File: config.mk
export PLATFORM = sky130hd
export DESIGN_NAME = tblend_mix
export DESIGN_NICKNAME = d
export VERILOG_FILES = /design/src/hw/rtl/tblend_pkg.sv /design/src/hw/rtl/tblend_mix.sv
export SDC_FILE = /design/constraint.sdc
export NUM_CORES = 2
export LEC_CHECK = 0
export ABC_AREA = 1
export ABC_CLOCK_PERIOD_IN_PS = 9600
export BUFFER_PORTS_ARGS = -buffer_cell sky130_fd_sc_hd__buf_2
export CORE_MARGIN = 8
export CORE_UTILIZATION = 45
export DETAILED_ROUTE_END_ITERATION = 10
export GPL_ROUTABILITY_DRIVEN = 0
export HOLD_SLACK_MARGIN = 0.02
export PLACE_DENSITY_LB_ADDON = 0.15
export RECOVER_POWER = 100
export SETUP_SLACK_MARGIN = 0.05
export SLEW_MARGIN = 20
export SYNTH_ARGS = -nofsm -noshare
export SYNTH_HDL_FRONTEND = slang
export SYNTH_SLANG_ARGS = --single-unit
File: constraint.sdc
create_clock -name clk_i -period 9.6 [get_ports clk_i]
set_clock_uncertainty 0.2 [all_clocks]
set_input_delay 0.48 -clock clk_i [delete_from_list [all_inputs] [get_ports clk_i]]
set_output_delay 0.48 -clock clk_i [all_outputs]
set_load 0.01 [all_outputs]
File: src/hw/rtl/tblend_pkg.sv
// ----------------------------------------------------------------------------
// tblend_pkg
// shared types and constants of the threshold color blend unit
// ----------------------------------------------------------------------------
package tblend_pkg;

  // width of the amount and threshold values (signed Q7.16)
  localparam int unsigned QW = 24;
  // one guard bit for differences of two Q values
  localparam int unsigned DW = QW + 1;

  // configuration register indexes
  localparam logic [1:0] CfgThresholdLow  = 2'd0;
  localparam logic [1:0] CfgThresholdHigh = 2'd1;
  localparam logic [1:0] CfgBlendMode     = 2'd2;

  // which color an item resolves to
  typedef enum logic [1:0] {
    SelFirst  = 2'd0,
    SelSecond = 2'd1,
    SelMix    = 2'd2
  } sel_e;

  // per-stage advance control handed to the datapath units
  typedef struct packed {
    logic en;
  } stage_ctrl_t;

endpackage

File: src/hw/rtl/tblend_mix.sv
// ----------------------------------------------------------------------------
// tblend_mix
// two-stage channel interpolator a*(1-w) + b*w with round and saturate
// ----------------------------------------------------------------------------
module tblend_mix #(
  parameter int unsigned C = 16,
  parameter int unsigned W = 16
) (
  input  logic                    clk_i,
  input  tblend_pkg::stage_ctrl_t ctrl_i,
  input  logic [C-1:0]            a_i,
  input  logic [C-1:0]            b_i,
  input  logic [W:0]              w_i,
  output logic [C-1:0]            y_o
);

  localparam logic [W:0]     One  = (W+1)'(1) << W;
  localparam logic [C+W+1:0] Half = (C+W+2)'(1) << (W-1);
  localparam logic [C+1:0]   MaxC = (C+2)'((64'(1) << C) - 64'(1));

  logic [C+W:0]   pa_q, pb_q;
  logic [C-1:0]   y_q;
  logic [C+W+1:0] acc;
  logic [C+1:0]   r;

  assign acc = {1'b0, pa_q} + {1'b0, pb_q} + Half;
  assign r   = (C+2)'(acc >> W);

  always_ff @(posedge clk_i) begin
    if (ctrl_i.en) begin
      pa_q <= (C+W+1)'(a_i) * (C+W+1)'(One - w_i);
      pb_q <= (C+W+1)'(b_i) * (C+W+1)'(w_i);
      y_q  <= (r > MaxC) ? MaxC[C-1:0] : r[C-1:0];
    end
  end

  assign y_o = y_q;

endmodule

==> metrics.txt <==
status=complete, but fails checks; failing checks=capacitance limit, slew limit; top post-synthesis cells by area=fa_1 (37%), inv_1 (14%), ha_1 (12%), nand2_1 (12%), edfxtp_1 (9.4%); DRC=0; Clock Tree Root=clkbuf_16; Crit. End Element=flip-flop; CP Class=input port to flip-flop; Final Setup Violations=0; dpl hpwl=60100 um; metal1 wirelength=32500 um; syn_area_per_cell=7.69 sq um; Overflow after GRT=0; clk_lat worst skew=0.35 ns; largest family of logic cells by synthesized area=adder cells; CTS Sinks=82; Required @ worst endpoint=9.51 ns; Die W=257 um; hold depth=4; largest net degree at the start of global routing=83; Post-synth ARST share=0%; H-Tree Level Count=3; CP max stage cell=xor2_1; DR WL/cell=17.2 um; Inst Count DP=4134; setup TNS=0 ns; met3 WL post-DR=4260 um; element type at the critical path start=input port; total number of vias=21000; RSZ-0062 raised after global routing=no; hold crit path type=input port to flip-flop; Gate Count Post-Synth=3400; die height=257 um; Detailed Route WL=71600 um; CTS tree=built; vias in the first global route=22600; drt first-iter violations=1397; gr usage total=22.2%; ANT cells=0; top_reg_cell synth=edfxtp_1; die area=0.0660 sq mm; first-pass GRT wire length=119000 um; Synth cell types=44; crit-path max FO=18; Synth Area in XOR/XNOR=2.25%; Yosys top cell area share=37.0%; final cell count without fillers=4150; Vias/cell=5.07; # fillers=5792; CTS Hold Bufs=0; compound-cell area share of the yosys netlist=4.14%; CTS clock-pin slew for the worst setup and hold paths=0.07 ns; post-synth top area cell=fa_1; Post-synth EDFFs=82; CP dominant cell by count=inv_1; Mapped Nets=4190; core area=0.0576 sq mm; simple-gate share of the synthesized area=19.6%; Rel. slew slack=-187%; Layout area overhead=4.49%; MaxCap Viol Count=2; max frequency=119 MHz; R2R depth=13; mux contribution to synthesized area=0%; Initial Utilization=45.4%; Seq cells post-synth=82; IO Pins=67; Synth warnings=0; num rows=88; CTS buffer count=9; Crit path arrival time=8.32 ns; DR pass1 iterations=5; initial antenna violation count=0; Top Layer Used=met4; Worst-Margin Slew=4.31 ns; area of the mapped netlist=0.0261 sq mm; Nets=4170; commonest cells in the netlist=inv_1 (943), nand2_1 (803), fa_1 (483), nor2_1 (266), ha_1 (256); met2 WL=33300 um; Final Max Slew Viols=116; Antenna Violating Nets Remaining=0; share of cells above drive strength 1=2.57%; adder-cell share of the synthesized area=49.3%; Setup Fix Bufs, Post-CTS=0; cell with the most instances after synthesis=inv_1; Max clock buf depth=2; Hold Fails Final Rpt=0; crit share post-route=87.6%; number of port buffers=66; crit path time final=8.41 ns; Post-CTS Resized=0; Seq/Total Area, Yosys=9.42%; reg-to-reg slack, setup=6.43 ns; Slowest Stage Delay on Critical Path=0.93 ns
## final cells by class
type / instances / area (sq um) / share of cell area (%)
sequential: 82 / 2460 / 9.02
timing repair buffer: 72 / 348 / 1.27
tap: 765 / 957 / 3.51
clock buffer: 9 / 225 / 0.825
clock inverter: 7 / 78.8 / 0.289
multi-input combinational: 2263 / 19700 / 72.0
inverter: 952 / 3570 / 13.1
## worst paths after layout
| check | startpoint | to |
|---|---|---|
| min | a_i[2] | pa_q[2] |
| min reg2reg | pb_q[30] | y_o[14] |
| max reg2reg | pb_q[2] | y_o[4] |
| max | w_i[1] | pa_q[24] |
## placed cells by master, fill, tap and decap left out, drive strengths merged, types with 18 or more instances in the layout
| cell | instances |
|---|---|
| a21oi | 91 |
| buf | 52 |
| clkbuf | 29 |
| edfxtp | 82 |
| fa | 483 |
| ha | 256 |
| inv | 953 |
| nand2 | 808 |
| nand3 | 101 |
| nand4 | 35 |
| nor2 | 269 |
| nor3 | 30 |
| o21ai | 57 |
| o21bai | 18 |
| xor2 | 51 |
## cells by family (layout without fill, tap and decap cells)
group           count (synthesis)  in the layout
simple gates                 1265           1265
xor+xnor                       67             67
fa+ha+maj                     739            739
buf+inv                      1055           1040
compound gates                192            192
flops                          82             82
## worst max-delay path: cells and delay by family
| family | cells | cell delay (ns) |
|---|---|---|
| AO/OA/AOI/OAI | 3 | 0.83 |
| XOR/XNOR | 1 | 0.93 |
| adder cells (fa/ha/maj) | 8 | 3.43 |
| buffers and inverters | 9 | 1.54 |
| AND/OR/NAND/NOR | 9 | 1.08 |
## registers in the layout (all words and copies together), names as in the netlist
register and cells:
pb_q 33, y_o 16, pa_q 33
## routing by layer
layer	vias to the layer above	global-route usage (%)
met5	-	0
met4	0	4.95
met3	97	2.64
met2	626	37.2
met1	10400	30.8
li1	9904	-
## through the flow
step	util [%]	hold slack [ns]	cell area (sq um)	setup WS (ns)
floorplan	-	0.392	26100	2.67
global placement	46.9	0.698	27000	1.44
detailed placement	46.9	0.695	27000	1.39
CTS	47.5	0.442	27300	1.76
global route	47.4	0.461	27300	0.861
finish	47.4	0.461	27300	1.19
Power is not shown: default switching activity piles up to over one toggle a cycle in this logic, so the estimate is an artifact.
