`src/hw/rtl/tblend_pkg.sv`:
```
// ----------------------------------------------------------------------------
// tblend_pkg
// shared types and constants of the threshold color blend unit
// ----------------------------------------------------------------------------
package tblend_pkg;

  // width of the amount and threshold values (signed Q7.16)
  localparam int unsigned QW = 24;
  // one guard bit for differences of two Q values
  localparam int unsigned DW = QW + 1;

  // configuration register indexes
  localparam logic [1:0] CfgThresholdLow  = 2'd0;
  localparam logic [1:0] CfgThresholdHigh = 2'd1;
  localparam logic [1:0] CfgBlendMode     = 2'd2;

  // which color an item resolves to
  typedef enum logic [1:0] {
    SelFirst  = 2'd0,
    SelSecond = 2'd1,
    SelMix    = 2'd2
  } sel_e;

  // per-stage advance control handed to the datapath units
  typedef struct packed {
    logic en;
  } stage_ctrl_t;

endpackage

```
`src/hw/rtl/tblend_div.sv`:
```
// ----------------------------------------------------------------------------
// tblend_div
// pipelined restoring divider, one quotient bit per stage
// ----------------------------------------------------------------------------
module tblend_div #(
  parameter int unsigned W = 16
) (
  input  logic                        clk_i,
  input  tblend_pkg::stage_ctrl_t     ctrl_i,
  input  logic [tblend_pkg::DW-1:0]   num_i,
  input  logic [tblend_pkg::DW-1:0]   den_i,
  output logic [W-1:0]                quo_o
);

  localparam int unsigned RW = tblend_pkg::DW + 1;

  logic [RW-1:0]               rem_q [W+1];
  logic [tblend_pkg::DW-1:0]   den_q [W+1];
  logic [W-1:0]                quo_q [W+1];

  assign rem_q[0] = {1'b0, num_i};
  assign den_q[0] = den_i;
  assign quo_q[0] = '0;

  for (genvar k = 0; k < W; k++) begin : g_step
    logic [RW-1:0] shl;
    logic [RW-1:0] dext;
    logic          take;
    assign shl  = {rem_q[k][RW-2:0], 1'b0};
    assign dext = {1'b0, den_q[k]};
    assign take = (shl >= dext);
    always_ff @(posedge clk_i) begin
      if (ctrl_i.en) begin
        rem_q[k+1] <= take ? (shl - dext) : shl;
        den_q[k+1] <= den_q[k];
        quo_q[k+1] <= {quo_q[k][W-2:0], take};
      end
    end
  end

  assign quo_o = quo_q[W];

endmodule

```
`config.mk`:
```
export PLATFORM = sky130hd
export DESIGN_NAME = tblend_div
export DESIGN_NICKNAME = d
export VERILOG_FILES = /design/src/hw/rtl/tblend_pkg.sv /design/src/hw/rtl/tblend_div.sv
export SDC_FILE = /design/constraint.sdc
export NUM_CORES = 2
export LEC_CHECK = 0
export ABC_AREA = 1
export BUFFER_PORTS_ARGS = -buffer_cell sky130_fd_sc_hd__buf_2
export CORE_MARGIN = 1
export CORE_UTILIZATION = 60
export CTS_CLUSTER_DIAMETER = 80
export CTS_CLUSTER_SIZE = 25
export DETAILED_ROUTE_END_ITERATION = 6
export MAX_ROUTING_LAYER = met4
export PLACE_DENSITY = 0.76
export SLEW_MARGIN = 5
export SYNTH_ARGS = -nofsm -noshare
export SYNTH_HDL_FRONTEND = slang
export SYNTH_SLANG_ARGS = --single-unit
```
`constraint.sdc`:
```
create_clock -name clk_i -period 6.2 [get_ports clk_i]
set_input_delay 0.93 -clock clk_i [delete_from_list [all_inputs] [get_ports clk_i]]
set_output_delay 0.93 -clock clk_i [all_outputs]
set_load 0.01 [all_outputs]
```
==> results.md <==
* IO Port Bufs at 67
* DP Wirelength at 150,000 um
* H-tree lvl count at 2
* Final Cycle Share at 0.595
* Clock period minus worst slack at 3.69 ns
* Critical path peak fanout at 26
* PnR worst setup slack at 2.51 ns
* Chip Height at 329 um
* Setup TNS Final at 0 ns
* Layout Skew at 0.0374 ns
* Overall Global Routing Usage at 0.357
* Drt first pass iters at 7
* RSZ-0062 raised after global routing: no
* FP Rows at 119
* Placed Area at 65,300 um2
* Slew HR at 0.327
* Arr. time, crit path at 4.10 ns
* Fmax at 271 MHz
* Cts hold-fix bufs at 0
* Inst Count DP at 9,975
* Worst endpoint required time at 6.61 ns
* Initial antenna violation count at 3
* Worst VDD drop at 0.000538 V
* Pwr dens at 458 nW/um2
* Routed wire length at 188,000 um
* Critical path class: reg2reg
* Setup Buffers After CTS at 0
* Layout cell share with drive strength beyond 1 at 0.0378
* Syn Std Cell Area at 64,000 um2
* Design Area, Final at 67,100 um2
* Maxcap violations at 0
* Total area of sequential cells at 26,600 um2
* Nets at 9,105
* Final-layout fill cell count at 9,446
* Remaining DRCs at 8
* Most frequent cells in the layout: 3,477 x nand2_1, 1,836 x inv_1, 886 x edfxtp_1
* Syn. warnings at 0
* Routability-driven placement congestion ratio at 1.01
* Vias at 54,600
* Vias in the first global route at 51,400
* Total Power at 30.7 mW
* Area of the core at 106,000 um2
* Largest net degree at the start of global routing at 168
* Worst Tran Pin Value at 1.01 ns
* Die width at 329 um
* Clock Tree Root: clkbuf_16
* DR WL/cell at 18.7 um
* Area Growth Syn to Fin at 4.84%
* Final Max Slew Viols at 0
* First-pass GRT wire length at 288,000 um
* Leak at 35.9 nW
* Fin. Hold Viols at 0
* CTS tree: yes
* Total CTS buffers at 53
* IO Pins at 68
* # setup viols final at 0
* Post-CTS Resized at 0
* Iter 0 DRT Violations at 5,252
* Die area at 108,000 um2
* Seq/Total Area, Yosys at 0.416
* Critical path startpoint category: flop
* Longest Clk Path Bufs at 3
* Final ANT Viol Nets at 0
* Vias per inst at 5.42
* Min Hold Slack at 0.414 ns
* Area of the multi-input gates at 29,500 um2
* Initial Util at 0.606
* Hold/Removal Path Class: in2reg
* Place WS at 2.59 ns
* Worst-path clk slew at 0.10 ns
* Failing checks: DRC
* #FFs+latches synth at 886
* Status: finished, violations left
* Post-Layout Cell Count at 10,100
* Skew-Pair Late Insertion Delay at 0.71 ns
* Netlist cell types at 36
* Cells after Synth at 8,643
* CTS sink cnt at 886
* Syn_nets at 9,109
* Most common cell after layout, fill and taps aside: nand2_1
* Total grt overflow at 0
* Final Core Density at 0.636
* Crit end category: flop
* Syn_area_per_cell at 7.41 um2
flip-flops by register name, summed over array words and instances, names as in the netlist:
signal	flops
den_q	375
quo_o	16
quo_q	120
g_step.shl	375
cell usage after synthesis:
| library cell | n | share of area |
|---|---|---|
| nand2_1 | 3477 | 0.20 |
| inv_1 | 1836 | 0.11 |
| edfxtp_1 | 886 | 0.42 |
| nand4_1 | 481 | 0.047 |
| nor2_1 | 480 | 0.028 |
| ha_1 | 399 | 0.078 |
| nand3_1 | 317 | 0.025 |
| xor2_1 | 165 | 0.023 |
| a21oi_1 | 152 | 0.012 |
| buf_2 | 75 | 0.0059 |
| and2_1 | 38 | 0.0037 |
| buf_6 | 31 | 0.0055 |
| nand3_4 | 26 | 0.0071 |
| or2_2 | 25 | 0.0024 |
| buf_4 | 23 | 0.0027 |
| nand3b_1 | 23 | 0.0027 |
| inv_2 | 22 | 0.0013 |
| nor2_2 | 21 | 0.0021 |
| nor3_1 | 20 | 0.0016 |
| nand3_2 | 17 | 0.0027 |
| o21a_1 | 16 | 0.0019 |
| a21oi_4 | 15 | 0.0038 |
| fa_1 | 15 | 0.0047 |
| xnor2_1 | 15 | 0.0021 |
| nor3_4 | 13 | 0.0033 |
| nor3b_2 | 13 | 0.0025 |
| or2_1 | 12 | 0.0012 |
| nand2_2 | 10 | 0.00098 |
| clkbuf_1 | 6 | 0.00035 |
| o21ai_0 | 4 | 0.00031 |
| nor2_4 | 3 | 0.00053 |
| nand4_4 | 2 | 0.00066 |
| o211ai_1 | 2 | 0.00023 |
| a21o_1 | 1 | 0.00012 |
| buf_8 | 1 | 0.00023 |
| or2_4 | 1 | 0.00014 |
per-layer routing:
layer | global-route usage | share of wire | vias to the layer above
met5 | - | 0 | -
met4 | 0.171 | 0.054 | 0
met3 | 0.0381 | 0.069 | 482
met2 | 0.580 | 0.47 | 2156
met1 | 0.446 | 0.41 | 24900
li1 | - | - | 27100
layout make-up:
type / count / area share
clock buffers: 56 / 0.0206
inverters: 1858 / 0.104
multi-input cells: 5763 / 0.440
well taps: 1391 / 0.0259
repair buffers: 77 / 0.00701
flip-flops and latches: 886 / 0.396
clock inverters: 32 / 0.00660
diodes: 1 / 0.0000373
logic make-up (layout without fill, tap and decap cells):
| logic type | count (synthesis) | count (layout) | share of synthesized area |
|---|---|---|---|
| simple gates | 4979 | 4979 | 0.335 |
| buf+inv | 1994 | 2023 | 0.124 |
| flops | 886 | 886 | 0.416 |
| fa+ha+maj | 414 | 414 | 0.0827 |
| compound gates | 190 | 190 | 0.0182 |
| xor+xnor | 180 | 180 | 0.0246 |
| other cells | 0 | 1 | 0 |
worst max-delay path, stage by stage (launching register included):
cell	delay, ns
edfxtp_1	0.50
inv_1	0.09
ha_1	0.37
nand2_1	0.14
inv_1	0.06
nand2_1	0.06
nand2_1	0.07
nand2_1	0.06
nand2_1	0.10
a21oi_4	0.67
nand3_2	0.84
nand2_1	0.26
nand2_1	0.14
power by group:
group / internal, mW / switching (mW) / total, mW
Combinational: 5.28 / 11.3 / 16.6
Clock: 1.81 / 2.26 / 4.07
Sequential: 8.81 / 1.26 / 10.1
Total: 15.9 / 14.8 / 30.7
worst paths after layout:
path	from	end	slack, ns	cells after the start
min reg2reg	quo_q[176]	quo_q[161]	0.42	0
max reg2reg	den_q[338]	g_step[4].shl[19]	2.51	12
min	den_i[7]	den_q[382]	0.41	1
max	den_q[338]	g_step[4].shl[19]	2.51	12
No activity file was read; power rests on OpenSTA's default activity.
