===== config.mk =====
export PLATFORM = sky130hd
export DESIGN_NAME = tblend_smooth
export DESIGN_NICKNAME = d
export VERILOG_FILES = /design/src/hw/rtl/tblend_pkg.sv /design/src/hw/rtl/tblend_smooth.sv
export SDC_FILE = /design/constraint.sdc
export NUM_CORES = 1
export LEC_CHECK = 0
export ABC_AREA = 1
export BUFFER_PORTS_ARGS = -buffer_cell sky130_fd_sc_hd__buf_2
export CAP_MARGIN = 20
export CELL_PAD_IN_SITES_DETAIL_PLACEMENT = 0
export CELL_PAD_IN_SITES_GLOBAL_PLACEMENT = 2
export CORE_UTILIZATION = 40
export DETAILED_ROUTE_END_ITERATION = 7
export PLACE_DENSITY = 0.82
export SLEW_MARGIN = 20
export SYNTH_ARGS = -nofsm -noshare
export SYNTH_HDL_FRONTEND = slang
export SYNTH_SLANG_ARGS = --single-unit
export TNS_END_PERCENT = 50

===== constraint.sdc =====
create_clock -name clk_i -period 15.1 [get_ports clk_i]
set_input_delay 0.755 -clock clk_i [delete_from_list [all_inputs] [get_ports clk_i]]
set_output_delay 0.755 -clock clk_i [all_outputs]
set_load 0.05 [all_outputs]

===== src/hw/rtl/tblend_pkg.sv =====
// ----------------------------------------------------------------------------
// tblend_pkg
// shared types and constants of the threshold color blend unit
// ----------------------------------------------------------------------------
package tblend_pkg;

  // width of the amount and threshold values (signed Q7.16)
  localparam int unsigned QW = 24;
  // one guard bit for differences of two Q values
  localparam int unsigned DW = QW + 1;

  // configuration register indexes
  localparam logic [1:0] CfgThresholdLow  = 2'd0;
  localparam logic [1:0] CfgThresholdHigh = 2'd1;
  localparam logic [1:0] CfgBlendMode     = 2'd2;

  // which color an item resolves to
  typedef enum logic [1:0] {
    SelFirst  = 2'd0,
    SelSecond = 2'd1,
    SelMix    = 2'd2
  } sel_e;

  // per-stage advance control handed to the datapath units
  typedef struct packed {
    logic en;
  } stage_ctrl_t;

endpackage


===== src/hw/rtl/tblend_smooth.sv =====
// ----------------------------------------------------------------------------
// tblend_smooth
// three-stage weight shaper: linear pass or cubic smoothstep t*t*(3-2t)
// ----------------------------------------------------------------------------
module tblend_smooth #(
  parameter int unsigned W = 16
) (
  input  logic                    clk_i,
  input  tblend_pkg::stage_ctrl_t ctrl_i,
  input  logic [W-1:0]            t_i,
  input  logic                    cubic_i,
  output logic [W-1:0]            w_o
);

  localparam logic [W+2:0]   Half3  = (W+3)'(1) << (W-1);
  localparam logic [2*W+2:0] HalfP  = (2*W+3)'(1) << (W-1);
  localparam logic [W+1:0]   Three1 = (W+2)'(3) << W;
  localparam logic [W+2:0]   MaxW   = (W+3)'((1 << W) - 1);

  logic [2*W-1:0] sq_q;
  logic [W-1:0]   t1_q, t2_q;
  logic           m1_q, m2_q;
  logic [2*W+2:0] prod_q;
  logic [W-1:0]   w_q;

  logic [W:0]     u;
  logic [W+1:0]   f;
  logic [W+2:0]   s;

  // round t*t to Q0.W, then 3 - 2t
  assign u = (W+1)'(({3'b0, sq_q} + Half3) >> W);
  assign f = Three1 - {1'b0, t1_q, 1'b0};
  assign s = (W+3)'((prod_q + HalfP) >> W);

  always_ff @(posedge clk_i) begin
    if (ctrl_i.en) begin
      sq_q   <= t_i * t_i;
      t1_q   <= t_i;
      m1_q   <= cubic_i;
      prod_q <= (2*W+3)'(u) * (2*W+3)'(f);
      t2_q   <= t1_q;
      m2_q   <= m1_q;
      w_q    <= m2_q ? ((s > MaxW) ? MaxW[W-1:0] : s[W-1:0]) : t2_q;
    end
  end

  assign w_o = w_q;

endmodule


==> flow_summary.ini, run 1 <==
[die]
placeable_core_region_sq_um = 52760
floorplan.rows = 84
die_height_um = 233.5
start_util_pct = 40.63
die_width_um = 233.5
design.die.area_sq_um = 54520
top_level_i_o_count = 35

[final_layout]
fillers = 5503
syn2layout_area_growth_pct = 5.276
fin_nets = 3345
diodes = 0
drive_gt1_share_pct = 3.324
final_area_sq_um = 22570

[global_routing]
grt_usage_pct = 24.35
grt_pass1_vias = 17950
grt_pass1_wl_um = 99430
grt_max_degree = 49
antenna_found_initial = 0
grt.overflow.total = 0

[yosys]
post_synth_edffs = 87
synth-main-ff-cell = edfxtp_1
area_share_of_and_or_nand_nor_cells_after_synthesis_pct = 21.06
synthMuxAreaShare_pct = 0.05253
synth_area_sq_um = 21440
synth_async_sr_flop_share_pct = 0
synth_seq_cells = 87
post-synth-top-area-cell = fa_1
main_combinational_cell_family_by_area_after_synthesis = adder cells
synthAdderAreaFrac_pct = 48.10
synth_largest_type_area_fraction_pct = 35.96
syn_nets = 3353
ys_types = 39
ys_top_cells_by_area = fa_1 36%, inv_1 12%, edfxtp_1 12%
yosysWarningCount = 0
synth-xor-area-share_pct = 1.757
yosysSeqAreaShare_pct = 12.19
synth-compound-area-share_pct = 3.205
postSynthCellCount = 2741
synth_area_per_cell_sq_um = 7.820

[place]
buffer_ports.inserted = 34
detailed_place.area_sq_um = 22260
globalplace.congestion = 0.9209
post-dp-hpwl_um = 52980

[clock_tree]
cts_num_sinks = 87
cts_max_path_buffers = 2
cts_tree = built
post_cts_buffers = 0
root_buffer = clkbuf_16
cts_resized = 0
clk_pin_slew_worst_paths_ns = 0.07
cts.htree.levels = 3
cts.hold.buffers_added = 0
clock_buffers_created_by_tritoncts = 9
worst_skew_pair.late_latency_ns = 0.38

[route]
post_drt_wl_per_cell_um = 18.31
wl_met3_um = 3087
met1_length_um = 26250
vias_per_cell = 4.946
drcViolationCount = 0
final_antenna_net_count = 0
first_iter_violations = 1134
first_pass_iters = 5
met2_length_um = 31080
maxUsedRoutingLayer = met4
vias = 16950
detail_route.wirelength_um = 62730

[run_status]
run_status = completed

[critical_path]
critPathRequiredTime_ns = 15.24
critical_path.most_common_cell = inv_1
r2r-end = prod_q[21]
end_kind = flop
cp_max_fo = 13
critical_path.max_stage_delay_ns = 0.62
worstPathArrival_ns = 7.89
path_class = flop to flop
startpoint_type = flop
ff2ff_setup_slack_ns = 7.35
cpMaxStageDelayCell = nor2_2
worst-r2r-cell-count = 28
critical_path.reg2reg.startpoint = sq_q[0]

[sta]
clock-skew-final_ns = 0.008019
setup_failing_eps_final = 0
final-max-slew-violation-count = 0
fin_setup_tns_ns = 0
final.min_clock_period_ns = 7.755
report.final.hold_viol_count = 0
tightestPinTransition_ns = 0.9821
share_of_the_clock_period_used_by_the_worst_path_after_layout_pct = 51.35
grt_setup_unrepaired = false
max_fclk_ghz = 0.1290
worst_slew_margin_rel_pct = 34.53

[hold_path]
hp-start = m1_q
timing.hold.worst_endpoint = m2_q
cell_count_of_the_worst_hold_path = 0
worst_hold_path_type = flop to flop

[job]
max_cap_viol_count = 0
[metrics by stage]
stage / hold WS (ns) / worst slack [ns] / std cells / util, %
after floorplan: 0.4003 / 8.474 / 2741 / -
after global placement: 0.4022 / 7.331 / 3410 / 42.19
after detailed placement: 0.4105 / 7.027 / 3410 / 42.19
after CTS: 0.4294 / 6.996 / 3426 / 42.75
after global routing: 0.4435 / 6.898 / 3426 / 42.77
final: 0.4372 / 7.345 / 3426 / 42.77
[cells in the mapped netlist (all sizes together) (6+ instances only)]
library cell and count:
nand3b 6, inv 706, o21bai 6, ha 208, fa 385, o21ai 46, edfxtp 87, a21oi 67
nor3 16, xnor2 12, nand2 692, or2 8, clkbuf 43, xor2 28, buf 16, nor2 294
nand3 70, nand4 26
[worst max-delay path by stage]
stage / slack [ns] / from / cells past startpoint / to
2_1_floorplan: 8.47 / sq_q[0] / 30 / prod_q[29]
3_3_place_gp: 7.33 / sq_q[0] / 30 / prod_q[33]
3_5_place_dp: 7.03 / sq_q[0] / 28 / prod_q[21]
4_1_cts: 7.00 / sq_q[0] / 28 / prod_q[21]
5_1_grt: 6.90 / sq_q[0] / 30 / prod_q[33]
6_report: 7.35 / sq_q[0] / 28 / prod_q[21]
[sequential cells by signal, summed over array words and instances (netlist names)]
name    cells
m1_q        1
m2_q        1
prod_q     20
sq_q       18
t1_q       15
t2_q       16
w_o        16
[layout by cell type (no fill, tap or decap), types with 3 or more instances in the layout]
cell type,n
nand2_2,4
inv_2,6
o21bai_1,6
buf_4,7
nand3_1,68
or2_2,8
a21o_1,4
xor2_1,25
xnor2_1,12
nand3b_1,6
edfxtp_1,87
ha_1,208
nor2_1,288
clkinv_1,5
inv_1,700
nand4_1,26
buf_2,33
o21ai_0,45
o21a_1,3
nor3_1,12
and2_1,5
nor3_2,3
fa_1,385
clkbuf_16,9
nand2_1,688
nor2_2,4
a21oi_1,67
nor4_1,3
[critical path, delay by kind of cell, from the launching register on]
| family | cells | cell delay (ns) |
|---|---|---|
| flops | 1 | 0.57 |
| fa+ha+maj | 8 | 3.48 |
| compound gates | 2 | 0.49 |
| simple gates | 11 | 1.87 |
| buf+inv | 7 | 1.07 |
[area by class of cell]
| type | count | area [sq um] | area share (%) |
|---|---|---|---|
| multi-input combinational | 1884 | 15910 | 70.50 |
| inverter | 711 | 2669 | 11.83 |
| sequential | 87 | 2613 | 11.58 |
| tap | 688 | 860.8 | 3.815 |
| clock buffer | 9 | 225.2 | 0.9980 |
| timing repair buffer | 40 | 217.7 | 0.9647 |
| clock inverter | 7 | 72.57 | 0.3216 |
[metal layers]
metal / global-route usage (%) / vias up
li1: - / 8047
met1: 30.66 / 8356
met2: 42.66 / 433
met3: 3.088 / 110
met4: 8.705 / 0
met5: 0 / -
[cell families after synthesis]
| family | Yosys count |
|---|---|
| AO/OA/AOI/OAI | 129 |
| XOR/XNOR | 40 |
| adder cells (fa/ha/maj) | 593 |
| buffers and inverters | 770 |
| flip-flops | 87 |
| multiplexers | 1 |
| AND/OR/NAND/NOR | 1121 |
Power of run 1 is left out: the tool's default activity adds up to more than one toggle a clock period on the data nets, which glitch-free logic cannot reach.
==> run 2, diff against run 1 <==
clock period = 8 ns   (was 15.1 ns; I/O delays follow)
==> run 2 against run 1 <==
Register-to-register slack got worse by 6.8 ns. First-iteration DRC count decreased by 14%. Highest routed layer unchanged. Die area unchanged. Global-route usage is 0.12 points higher. Via count barely moved. Flip-flop and latch count stayed put. Worst hold slack got worse by 0.25 ns. Wire length grew 0.34%. Sequential share of layout area is essentially flat. Setup slack worse by 6.8 ns. Fmax up 4.6%. Clock-buffer cell count unchanged.
==> flow_summary.ini, run 2 (synthesized netlist as in run 1, its figures left out) <==
[critical_path]
worst-r2r-cell-count = 27
cp_max_fo = 14
critPathRequiredTime_ns = 8.14
worstPathArrival_ns = 7.55
worstSetupEndpoint = prod_q[26]
end_kind = flop
startpoint_type = flop
cp-startpoint = t1_q[2]
ff2ff_setup_slack_ns = 0.59
r2r-end = prod_q[26]
critical_path.reg2reg.startpoint = t1_q[2]
path_class = flop to flop

[die]
die_width_um = 233.5
die_height_um = 233.5
design.die.area_sq_um = 54520
top_level_i_o_count = 35
floorplan.rows = 84
start_util_pct = 40.63
placeable_core_region_sq_um = 52760

[global_routing]
grt_max_degree = 52
grt_usage_pct = 24.47
grt_pass1_vias = 18060
grt.overflow.total = 0
antenna_found_initial = 1
grt_pass1_wl_um = 100000

[sta]
clock-skew-final_ns = 0.01541
setup_failing_eps_final = 0
report.final.hold_viol_count = 0
max_fclk_ghz = 0.1349
share_of_the_clock_period_used_by_the_worst_path_after_layout_pct = 92.68
tightestPinTransition_ns = 1.063
grt_setup_unrepaired = false
worst_slew_margin_rel_pct = 28.61
fin_setup_tns_ns = 0
final-max-slew-violation-count = 0
final.min_clock_period_ns = 7.415

[final_layout]
drive_gt1_share_pct = 3.427
layout_common_cells = 700 x inv_1, 688 x nand2_1, 385 x fa_1
syn2layout_area_growth_pct = 5.457
fin_nets = 3350
biggestRegsByFlops = prod_q (20), sq_q (18)
registers.top_by_ff_count = prod_q
largest_register_ffs = 20
layout.cells.most_common = inv_1
diodes = 0

[clock_tree]
clock_buffers_created_by_tritoncts = 9
cts.htree.levels = 3
clk_pin_slew_worst_paths_ns = 0.08
worst_skew_pair.late_latency_ns = 0.39
cts.hold.buffers_added = 0
cts_resized = 0
cts_num_sinks = 87
cts_max_path_buffers = 2
cts_tree = built
post_cts_buffers = 0
root_buffer = clkbuf_16

[route]
post_drt_wl_per_cell_um = 18.34
detail_route.wirelength_um = 62940
drcViolationCount = 0
vias = 16940
final_antenna_net_count = 0
vias_per_cell = 4.938
first_pass_iters = 5
first_iter_violations = 972

[hold_path]
cell_count_of_the_worst_hold_path = 1
worst_hold_path_type = primary input to flop

[run_status]
run_status = completed

[place]
globalplace.congestion = 0.8979
post-dp-hpwl_um = 53050
buffer_ports.inserted = 34

[job]
max_cap_viol_count = 0
run 2: worst min path at each step:
stage	from	end	slack (ns)
floorplan	m1_q	m2_q	0.40
global route	cubic_i	m1_q	0.16
global placement	m1_q	m2_q	0.40
finish	cubic_i	m1_q	0.18
CTS	cubic_i	m1_q	0.16
detailed placement	m1_q	m2_q	0.42
run 2: layer usage:
layer / GRT usage (%) / part of all wire [%]
met5: 0 / 0
met4: 7.792 / 3.1
met3: 3.479 / 5.2
met2: 42.70 / 49
met1: 31.07 / 42
run 2: critical path, cell delays in order, from the launching register on:
cell,delay (ns)
edfxtp_1,0.53
nor3_2,0.37
inv_1,0.12
nor2_1,0.15
nand2_1,0.08
o21ai_0,0.15
nand2_1,0.48
inv_1,0.36
nor2_1,0.10
fa_1,0.56
inv_1,0.06
fa_1,0.52
fa_1,0.53
inv_1,0.05
fa_1,0.46
fa_1,0.55
inv_1,0.06
fa_1,0.53
inv_1,0.04
ha_1,0.37
a21oi_1,0.26
o21ai_0,0.24
a21oi_1,0.17
nand2_1,0.14
nand2_1,0.11
nand2_1,0.05
nand2_1,0.05
nand2_1,0.08
run 2: area by class of cell:
cell class | instances | area [sq um]
fillers | 5398 | 30160
multi-input cells | 1884 | 15900
inverters | 711 | 2669
flip-flops and latches | 87 | 2613
well taps | 688 | 860.8
repair buffers | 45 | 255.2
clock buffers | 9 | 225.2
clock inverters | 7 | 83.83
run 2: through the flow:
| stage | instance area [sq um] | hold WS, ns | worst slack (ns) | util [%] | std cells |
|---|---|---|---|---|---|
| after CTS | 22610 | 0.1556 | 0.5327 | 42.85 | 3431 |
| final | 22610 | 0.1825 | 0.5853 | 42.85 | 3431 |
| after global routing | 22610 | 0.1650 | 0.1393 | 42.85 | 3431 |
| after floorplan | 21440 | 0.4003 | 1.374 | - | 2741 |
| after global placement | 22300 | 0.4022 | 0.5183 | 42.26 | 3415 |
| after detailed placement | 22300 | 0.4208 | 0.5687 | 42.26 | 3415 |
Power of run 2 is left out for the same reason.
==> run 3, diff against run 2 <==
MAX_ROUTING_LAYER = met4   (was not set)
RECOVER_POWER = 25   (was not set)
==> run 3 against run 2 <==
The flow now finishes with violations (max-capacitance violations, max-slew violations). Sequential share of layout area about the same. Design area down 0.16%. Clock-buffer cell count unchanged. First-iteration DRC count up 6.4%. Critical path type unchanged. Global-route usage up 0.56 points. Cell count unchanged. Wire length down 0.37%. Via count up 0.20%. Largest cell class unchanged. Worst hold slack better by 0.014 ns. Register-to-register slack worse by 0.05 ns.
==> flow_summary.ini, run 3 (synthesized netlist as in run 1, its figures left out) <==
[run_status]
run_status = complete, but fails checks
violated_checks = max-capacitance violations, max-slew violations

[route]
first_pass_iters = 5
detail_route.wirelength_um = 62710
vias_per_cell = 4.948
drcViolationCount = 0
vias = 16980
post_drt_wl_per_cell_um = 18.28
final_antenna_net_count = 0
first_iter_violations = 1034

[die]
die_width_um = 233.5
placeable_core_region_sq_um = 52760
floorplan.rows = 84
die_height_um = 233.5
design.die.area_sq_um = 54520
start_util_pct = 40.63
top_level_i_o_count = 35

[clock_tree]
root_buffer = clkbuf_16
cts_resized = 0
cts_max_path_buffers = 2
clk_pin_slew_worst_paths_ns = 0.08
cts.hold.buffers_added = 0
cts_tree = built
clock_buffers_created_by_tritoncts = 9
worst_skew_pair.late_latency_ns = 0.38
cts.htree.levels = 3
cts_num_sinks = 87
post_cts_buffers = 0

[critical_path]
cp_max_fo = 11
worst-r2r-cell-count = 26
end_kind = flop
critPathRequiredTime_ns = 8.13
worstPathArrival_ns = 7.60
startpoint_type = flop
r2r-end = prod_q[26]
path_class = flop to flop
critical_path.reg2reg.startpoint = sq_q[0]
ff2ff_setup_slack_ns = 0.53

[hold_path]
cell_count_of_the_worst_hold_path = 1
hp-start = cubic_i
worst_hold_path_type = primary input to flop
timing.hold.worst_endpoint = m1_q

[place]
post-dp-hpwl_um = 53030
globalplace.congestion = 0.9106
buffer_ports.inserted = 34

[global_routing]
antenna_found_initial = 0
grt_pass1_wl_um = 99570
grt_max_degree = 63
grt_pass1_vias = 18030
grt.overflow.total = 0
grt_usage_pct = 25.03

[final_layout]
multi_input_comb_area_sq_um = 15900
registers.top_by_ff_count = prod_q
largest_register_ffs = 20
drive_gt1_share_pct = 2.807
layout_common_cells = 700 x inv_1, 688 x nand2_1, 385 x fa_1
final-seq-area_sq_um = 2613
fillers = 5461
biggestRegsByFlops = prod_q (20), sq_q (18)
fin_nets = 3350
layout.cells.most_common = inv_1
diodes = 0
syn2layout_area_growth_pct = 5.288

[sta]
final.min_clock_period_ns = 7.469
setup_failing_eps_final = 0
clock-skew-final_ns = 0.01451
fin_setup_tns_ns = 0
final-max-slew-violation-count = 27
worst_slew_margin_rel_pct = -11.79
report.final.hold_viol_count = 0
share_of_the_clock_period_used_by_the_worst_path_after_layout_pct = 93.37
grt_setup_unrepaired = false
max_fclk_ghz = 0.1339
tightestPinTransition_ns = 1.677

[job]
max_cap_viol_count = 1
-- run 3: changes by cell type in the layout (fill, tap and decap cells not counted) --
cell / delta
clkbuf_1: +17
buf_2: -16
inv_6: +2
inv_8: -2
buf_4: -1
clkinv_4: +1
clkinv_8: -1
-- run 3: how the worst max path moves through the flow --
stage	start	depth (start not counted)	end	slack, ns
finish	sq_q[0]	26	prod_q[26]	0.53
global route	t1_q[2]	27	prod_q[26]	0.03
CTS	sq_q[0]	26	prod_q[26]	0.51
detailed placement	sq_q[0]	26	prod_q[26]	0.53
global placement	sq_q[0]	26	prod_q[26]	0.46
floorplan	sq_q[0]	30	prod_q[29]	1.37
-- run 3: critical path, cell delays in order (launching register included) --
cell      delay, ns
edfxtp_1       0.39
inv_1          0.36
ha_1           0.32
inv_1          0.10
nor3_2         0.22
nand2_1        0.08
nand2_1        0.51
clkinv_1       0.54
nand2_1        0.23
fa_1           0.20
inv_1          0.06
fa_1           0.55
fa_1           0.45
fa_1           0.52
fa_1           0.54
inv_1          0.05
fa_1           0.52
inv_1          0.04
ha_1           0.36
a21oi_1        0.26
o21ai_0        0.27
a21oi_1        0.18
nand2_1        0.15
nand2_1        0.11
nand2_1        0.05
nand2_1        0.05
nand2_1        0.08
-- run 3: cell type report --
cell class	count	area share, %
sequential	87	11.58
inverter	711	11.83
clock buffer	9	0.9979
clock inverter	7	0.3160
timing repair buffer	45	1.026
multi-input combinational	1884	70.45
tap	688	3.814
-- run 3: per-layer routing --
layer  vias up  global-route usage, %  part of all wire (%)  wire (um)
met5         -                      -                     0          0
met1      8398                  31.08                    42      26590
li1       8072                      -                     -          -
met4         0                  7.610                   2.8       1749
met3       101                  2.759                   4.8       3019
met2       404                  42.75                    50      31350
-- run 3: per-stage QoR --
stage	hold WS [ns]	cell area (sq um)	instances	util (%)	setup slack (ns)
floorplan	0.4003	21440	2741	-	1.374
global placement	0.4019	22300	3415	42.26	0.4641
detailed placement	0.4299	22300	3415	42.26	0.5336
CTS	0.1738	22590	3431	42.82	0.5052
global route	0.1829	22570	3431	42.78	0.03491
finish	0.1961	22570	3431	42.78	0.5306
Power of run 3 is left out for the same reason.
